<file path="src/design/lru_pkg.sv">
// Types and constants of the LRU page replacement block.
package lru_pkg;

   // Built number of page frames and derived widths.
   localparam int MAX_FRAMES = 16;
   localparam int IDX_W      = (MAX_FRAMES > 1) ? $clog2(MAX_FRAMES) : 1;
   localparam int CNT_W      = $clog2(MAX_FRAMES + 1);
   localparam int PAGE_W     = 16;
   localparam int FAULT_W    = 16;
   localparam int CFG_W      = 5;
   localparam int LIM_W      = (CNT_W > CFG_W) ? CNT_W : CFG_W;

   localparam logic [CFG_W-1:0]   CFG_RESET = CFG_W'(16);
   localparam logic [FAULT_W-1:0] FAULT_MAX = '1;

   // One reference beat.
   typedef struct packed {
      logic [PAGE_W-1:0] page_number;
      logic              end_of_string;
   } lru_req_type;

   // One result beat.
   typedef struct packed {
      logic               hit;
      logic               evicted_valid;
      logic [PAGE_W-1:0]  evicted_page;
      logic [FAULT_W-1:0] fault_total;
   } lru_rsp_type;

   // Commands from the controller to the datapath.
   typedef struct packed {
      logic load;
      logic exec;
   } lru_cmd_type;

   typedef enum logic {
      ST_IDLE,
      ST_EXEC
   } lru_state_type;

endpackage

</file>
<file path="src/design/lru_ctrl.sv">
// Controller of the LRU block: request and result handshakes.
module lru_ctrl (
   input  logic                 clock,
   input  logic                 reset,
   input  logic                 req_valid,
   output logic                 req_ready,
   output logic                 rsp_valid,
   input  logic                 rsp_ready,
   output lru_pkg::lru_cmd_type cmd
);
   import lru_pkg::*;

   lru_state_type state_ff, state_in;
   logic          rsp_valid_ff, rsp_valid_in;
   logic          out_free;

   // The result register can take a new beat when empty or being drained.
   assign out_free = !rsp_valid_ff || rsp_ready;

   // Next state.
   always_comb begin
      state_in = state_ff;
      unique case (state_ff)
         ST_IDLE: begin
            if (req_valid) state_in = ST_EXEC;
         end
         ST_EXEC: begin
            if (out_free) state_in = ST_IDLE;
         end
         default: state_in = ST_IDLE;
      endcase
   end

   // Outputs and commands.
   always_comb begin
      req_ready = 1'b0;
      cmd       = '0;
      unique case (state_ff)
         ST_IDLE: begin
            req_ready = 1'b1;
            cmd.load  = req_valid;
         end
         ST_EXEC: begin
            cmd.exec  = out_free;
         end
         default: begin
            req_ready = 1'b0;
         end
      endcase
   end

   // Result valid flag follows the execute step and the downstream take.
   always_comb begin
      rsp_valid_in = rsp_valid_ff;
      if (cmd.exec) rsp_valid_in = 1'b1;
      else if (rsp_ready) rsp_valid_in = 1'b0;
   end

   always_ff @(posedge clock) begin
      if (reset) begin
         state_ff     <= ST_IDLE;
         rsp_valid_ff <= 1'b0;
      end else begin
         state_ff     <= state_in;
         rsp_valid_ff <= rsp_valid_in;
      end
   end

   assign rsp_valid = rsp_valid_ff;

endmodule

</file>
<file path="src/design/lru_dpath.sv">
// Datapath of the LRU block: recency stack cells, counters and result register.
module lru_dpath (
   input  logic                     clock,
   input  logic                     reset,
   input  lru_pkg::lru_cmd_type     cmd,
   input  lru_pkg::lru_req_type     req_payload,
   input  logic                     csr_valid,
   input  logic [lru_pkg::CFG_W-1:0] csr_data,
   output lru_pkg::lru_rsp_type     rsp_payload
);
   import lru_pkg::*;

   logic [PAGE_W-1:0]  stack_ff [MAX_FRAMES];
   logic [PAGE_W-1:0]  stack_in [MAX_FRAMES];
   logic [PAGE_W-1:0]  stack_up [MAX_FRAMES];
   logic [CNT_W-1:0]   used_ff, used_in;
   logic [FAULT_W-1:0] fault_ff, fault_in;
   logic [CFG_W-1:0]   frames_ff;
   lru_req_type        req_ff;
   lru_rsp_type        rsp_ff, rsp_in;

   logic [MAX_FRAMES-1:0] match;
   logic [MAX_FRAMES-1:0] at_or_above;
   logic                  found;
   logic [LIM_W-1:0]      lim;
   logic                  has_room;
   logic [CNT_W-1:0]      top_idx;
   logic [FAULT_W-1:0]    fault_next;

   // Frame limit: zero acts as one, values above the built size are clamped.
   always_comb begin
      if (frames_ff == '0) lim = LIM_W'(1);
      else if (LIM_W'(frames_ff) > LIM_W'(MAX_FRAMES)) lim = LIM_W'(MAX_FRAMES);
      else lim = LIM_W'(frames_ff);
   end

   assign has_room = LIM_W'(used_ff) < lim;
   assign top_idx  = used_ff - CNT_W'(1);

   // Every occupied cell compares against the reference at once.
   always_comb begin
      for (int k = 0; k < MAX_FRAMES; k++) begin
         match[k] = (CNT_W'(k) < used_ff) && (stack_ff[k] == req_ff.page_number);
      end
   end

   assign found = |match;

   // A cell sits at or above the hit position when any match lies at or below it.
   always_comb begin
      for (int k = 0; k < MAX_FRAMES; k++) begin
         at_or_above[k] = |(match & ((MAX_FRAMES'(1) << (k + 1)) - MAX_FRAMES'(1)));
      end
   end

   // Value each cell takes when the stack shifts down by one.
   always_comb begin
      for (int k = 0; k < MAX_FRAMES - 1; k++) begin
         stack_up[k] = stack_ff[k + 1];
      end
      stack_up[MAX_FRAMES-1] = stack_ff[MAX_FRAMES-1];
   end

   // Next stack contents for hit, append and evict.
   always_comb begin
      for (int k = 0; k < MAX_FRAMES; k++) begin
         stack_in[k] = stack_ff[k];
         if (found) begin
            if (CNT_W'(k) == top_idx) stack_in[k] = req_ff.page_number;
            else if (at_or_above[k] && (CNT_W'(k) < top_idx)) stack_in[k] = stack_up[k];
         end else if (has_room) begin
            if (CNT_W'(k) == used_ff) stack_in[k] = req_ff.page_number;
         end else begin
            if (CNT_W'(k) == top_idx) stack_in[k] = req_ff.page_number;
            else if (CNT_W'(k) < top_idx) stack_in[k] = stack_up[k];
         end
      end
   end

   // Saturating fault count and occupancy.
   assign fault_next = (!found && (fault_ff != FAULT_MAX)) ? fault_ff + FAULT_W'(1) : fault_ff;

   always_comb begin
      used_in  = used_ff;
      fault_in = fault_ff;
      if (cmd.exec) begin
         if (req_ff.end_of_string) begin
            used_in  = '0;
            fault_in = '0;
         end else begin
            fault_in = fault_next;
            if (!found && has_room) used_in = used_ff + CNT_W'(1);
         end
      end
   end

   // Result beat.
   always_comb begin
      rsp_in.hit           = found;
      rsp_in.evicted_valid = !found && !has_room;
      rsp_in.evicted_page  = (!found && !has_room) ? stack_ff[0] : '0;
      rsp_in.fault_total   = fault_next;
   end

   // Control state and the frame register.
   always_ff @(posedge clock) begin
      if (reset) begin
         used_ff   <= '0;
         fault_ff  <= '0;
         frames_ff <= CFG_RESET;
      end else begin
         used_ff  <= used_in;
         fault_ff <= fault_in;
         if (csr_valid) frames_ff <= csr_data;
      end
   end

   // Payload registers.
   always_ff @(posedge clock) begin
      if (cmd.load) req_ff <= req_payload;
      if (cmd.exec) begin
         rsp_ff <= rsp_in;
         for (int k = 0; k < MAX_FRAMES; k++) begin
            stack_ff[k] <= stack_in[k];
         end
      end
   end

   assign rsp_payload = rsp_ff;

endmodule

</file>
<file path="src/design/lru_page_replacement.sv">
// Top level of the LRU page replacement block.
// A reference beat is loaded into the request register when it is taken; its
// result and rsp_valid are registered in the execute step, which waits until
// the result register is free. No new reference is taken until that step is
// done; the recency cells compare and shift in the execute step.
// Reset empties the stack, clears the fault count and sets the frames to 16.
module lru_page_replacement (
   input  logic                      clock,
   input  logic                      reset,
   input  logic                      req_valid,
   output logic                      req_ready,
   input  lru_pkg::lru_req_type      req_payload,
   output logic                      rsp_valid,
   input  logic                      rsp_ready,
   output lru_pkg::lru_rsp_type      rsp_payload,
   input  logic                      csr_valid,
   output logic                      csr_ready,
   input  logic [lru_pkg::CFG_W-1:0] csr_data
);
   import lru_pkg::*;

   lru_cmd_type cmd;

   // The frame register takes a write in any cycle.
   assign csr_ready = 1'b1;

   lru_ctrl u_ctrl (
      .clock     (clock),
      .reset     (reset),
      .req_valid (req_valid),
      .req_ready (req_ready),
      .rsp_valid (rsp_valid),
      .rsp_ready (rsp_ready),
      .cmd       (cmd)
   );

   lru_dpath u_dpath (
      .clock       (clock),
      .reset       (reset),
      .cmd         (cmd),
      .req_payload (req_payload),
      .csr_valid   (csr_valid),
      .csr_data    (csr_data),
      .rsp_payload (rsp_payload)
   );

endmodule

</file>
<file path="config.mk">
export PLATFORM = sky130hd
export DESIGN_NAME = lru_page_replacement
export DESIGN_NICKNAME = d
export VERILOG_FILES = /design/src/design/lru_pkg.sv /design/src/design/lru_ctrl.sv /design/src/design/lru_dpath.sv /design/src/design/lru_page_replacement.sv
export SDC_FILE = /design/constraint.sdc
export NUM_CORES = 1
export LEC_CHECK = 0
export BUFFER_PORTS_ARGS = -buffer_cell sky130_fd_sc_hd__buf_2
export CAP_MARGIN = 20
export CORE_MARGIN = 2
export CORE_UTILIZATION = 35
export CTS_BUF_LIST = sky130_fd_sc_hd__clkbuf_8
export DETAILED_ROUTE_END_ITERATION = 10
export SYNTH_ARGS = -nofsm -noshare
export SYNTH_HDL_FRONTEND = slang
export SYNTH_SLANG_ARGS = --single-unit
</file>
<file path="constraint.sdc">
create_clock -name clock -period 4.2 [get_ports clock]
set_input_delay 0.42 -clock clock [delete_from_list [all_inputs] [get_ports clock]]
set_output_delay 0.42 -clock clock [all_outputs]
set_load 0.05 [all_outputs]
</file>
==> results.cfg <==
[placement]
port_buffers = 62
dp.final_hpwl_um = 35600
gp_congestion = 0.894
placed_area_um2 = 20700

[sta]
maxSlewViolCount = 0
max_slew_margin_pct = 37.0
rsz0062_at_grt = false
post-route-period-util_pct = 93.0
setup_viol = 0
worstMarginPinSlew_ns = 0.945
finalClockSkew_ns = 0.0224
hold_viol_final = 0
max_freq_ghz = 0.256
worst_hold_slack_ns = 0.0401
period_needed_ns = 3.91
finalSetupTns_ns = 0

[setup_path]
path_cells = buf_4 -> buf_4 -> xnor2_1 -> nand4_1 -> or3_1 -> o22a_1 -> and4b_1 -> nand3_4 -> buf_4 -> o21a_1 -> mux2_2
crit_path_end_kind = register
cp_top_family = compound AO/OA/AOI/OAI gates
worst_r2r_path_depth = 11
worstReg2RegEnd = u_dpath.stack_ff[1][119]
slowest_stage = o21a_1
reg2reg_setup_slack_ns = 0.29
cp.arrival_ns = 4.28
r2r_start = u_dpath.req_ff[1]
worst-endpoint-required_ns = 4.57
crit_path_start_kind = register
worstSetupPathType = register to register
cpPeakStageDelay_ns = 0.76
cp_num_buf_inv = 3
crit_top_cell = buf_4
worstPathMaxFanout = 28

[routing]
drc = 0
drtIter0Drc = 1166
firstDrtPassIters = 6
via_per_inst = 5.28
drt-total-wl_um = 51500
drt-wirelength-per-cell_um = 21.2
vias = 12816
final_antenna_net_count = 0

[finish]
final_common_cell = edfxtp_1
layout_common_cells = edfxtp_1 (307), xor2_1 (210), mux2_2 (163)
design_area_um2 = 22000
multi_input_area_um2 = 8950
drive_above_1_share_pct = 27.3
layout.nets = 1675
fillerInstances = 5179
area_growth_pct = 13.0
insertedDiodeCount = 0
regArea_um2 = 9780

[floorplan]
ioPinCount = 64
start_util_pct = 35.3
coreArea_um2 = 55000
dieArea_um2 = 57400
core.rowCount = 86
dieHeight_um = 240
die_w_um = 240

[global_route]
grtUsageTotal_pct = 17.9
grt_max_degree = 33
grt_pass1_vias = 13180
antenna_found_initial = 1
gr-total-overflow = 0
grt_pass1_wl_um = 78700

[synth]
ys.flop_type = edfxtp_1
synthesis.nets = 1586
ys_seq_area_share_pct = 50.3
synth_async_sr_flop_share_pct = 0
synth.cell_area_um2 = 19400
syn_area_per_cell_um2 = 12.5
synth_cell_types = 76
synth_edf_count = 307
syn_inst = 1548
ys_ff_latch = 335
ys_warn_count = 0

[flow_run]
max_cap_violations = 0

[outcome]
status = complete, no violations

[clock_tree]
clock_latency_ns = 0.64
cts-root-buf = clkbuf_8
post-cts-setup-buffer-count = 0
postCtsHoldBufs = 19
post_cts_resized = 0
numCtsBuffers = 56
cts_tree = yes
cts.sinks = 335
clk_path_buf_depth = 3
clkTransAtPathRegs_ns = 0.06
htree_levels = 2

[pwr]
leakagePower_nw = 7.68
vdd_drop_max_mv = 0.231
power_density_nw_per_um2 = 357

[min_path]
hp-class = input pin to register
whs_endpoint = u_dpath.frames_ff[0]
hold_depth = 3
hp-start = csr_data[0]
## worst reg2reg max path: cells and delay by family (launching register included)
family,cells,cell delay (ns)
XOR/XNOR,1,0.15
buffers and inverters,3,0.85
AND/OR/NAND/NOR,4,0.86
AO/OA/AOI/OAI,2,0.99
multiplexers,1,0.44
flip-flops,1,0.36
## Yosys cell counts (7+ instances only)
master | number | share of area (%)
nand2_4 | 7 | 0.41
buf_6 | 10 | 0.58
inv_1 | 16 | 0.31
a31oi_1 | 20 | 0.64
a211oi_1 | 9 | 0.35
nand2_1 | 81 | 1.6
ha_1 | 11 | 0.71
o211ai_1 | 12 | 0.46
xnor2_1 | 66 | 3.0
nand4_1 | 19 | 0.61
o21a_1 | 7 | 0.27
nand3_1 | 33 | 0.85
mux2_4 | 53 | 4.1
edfxtp_1 | 307 | 47
or3_1 | 9 | 0.29
clkbuf_1 | 42 | 0.81
mux2_2 | 163 | 9.4
nor3_1 | 18 | 0.46
mux2_1 | 41 | 2.4
dfxtp_1 | 28 | 2.9
a21oi_1 | 23 | 0.59
or4_1 | 22 | 0.85
xor2_1 | 210 | 9.5
buf_2 | 47 | 1.2
and2_1 | 19 | 0.61
buf_4 | 17 | 0.66
o21ai_0 | 12 | 0.31
and3_1 | 11 | 0.35
o221a_2 | 7 | 0.41
nor4b_1 | 7 | 0.32
nor2_1 | 50 | 0.97
nor4_1 | 79 | 2.5
## report_power, final
part | switching [W] | internal [W] | leakage (nW) | total (W)
logic | 0.000698 | 0.000501 | 4.05 | 0.00120
clock network | 0.00135 | 0.00141 | 0.599 | 0.00276
registers | 0.0000765 | 0.00381 | 3.04 | 0.00388
## per-stage QoR
step / cells / worst slack, ns / total power [W] / utilization (%)
floorplan: 1548 / 0.257 / 0.00482 / -
global placement: 2306 / 0.342 / 0.00511 / 37.7
detailed placement: 2308 / 0.340 / 0.00513 / 37.7
CTS: 2428 / 0.323 / 0.00792 / 39.9
global route: 2428 / 0.141 / 0.00816 / 39.9
finish: 2428 / 0.295 / 0.00784 / 39.9
## flip-flops by register name, indices dropped and copies added, names as in the netlist
register             flops
u_dpath.req_ff          17
u_ctrl.state_ff          1
u_dpath.rsp_payload     34
u_dpath.stack_ff       256
u_dpath.frames_ff        5
u_ctrl.rsp_valid         1
u_dpath.fault_ff        16
u_dpath.used_ff          5
## how the worst max path moves through the flow
stage,start,end,slack (ns),depth (start not counted)
after detailed placement,u_dpath.req_ff[6],u_dpath.stack_ff[1][121],0.34,10
after floorplan,u_dpath.req_ff[6],u_dpath.stack_ff[0][32],0.26,12
after global routing,u_dpath.req_ff[13],u_dpath.stack_ff[1][119],0.14,11
after global placement,u_dpath.req_ff[6],u_dpath.stack_ff[1][23],0.34,10
after CTS,u_dpath.req_ff[6],u_dpath.stack_ff[1][48],0.32,10
final,u_dpath.req_ff[1],u_dpath.stack_ff[1][119],0.29,11
## routing by layer
layer / vias up / GRT usage (%) / part of all wire (%)
met3: 117 / 3.40 / 5.6
met2: 405 / 29.8 / 48
met4: 0 / 7.41 / 3.6
met1: 6319 / 22.8 / 43
li1: 5975 / - / -
met5: - / 0 / 0
## logic make-up after synthesis
family / count (synthesis) / synth area share (%)
XOR/XNOR: 276 / 12.4
multiplexers: 262 / 16.2
other: 1 / 0.0193
buffers and inverters: 135 / 3.71
AND/OR/NAND/NOR: 391 / 11.4
adder cells (fa/ha/maj): 11 / 0.708
flip-flops: 335 / 50.3
AO/OA/AOI/OAI: 137 / 5.20
## area by class of cell
type	instances	share of cell area, %
tap	748	4.26
inverter	17	0.291
sequential	335	44.5
clock inverter	39	0.855
multi-input combinational	1078	40.8
timing repair buffer	149	5.38
clock buffer	62	3.89
No activity file was read; power rests on OpenSTA's default activity.
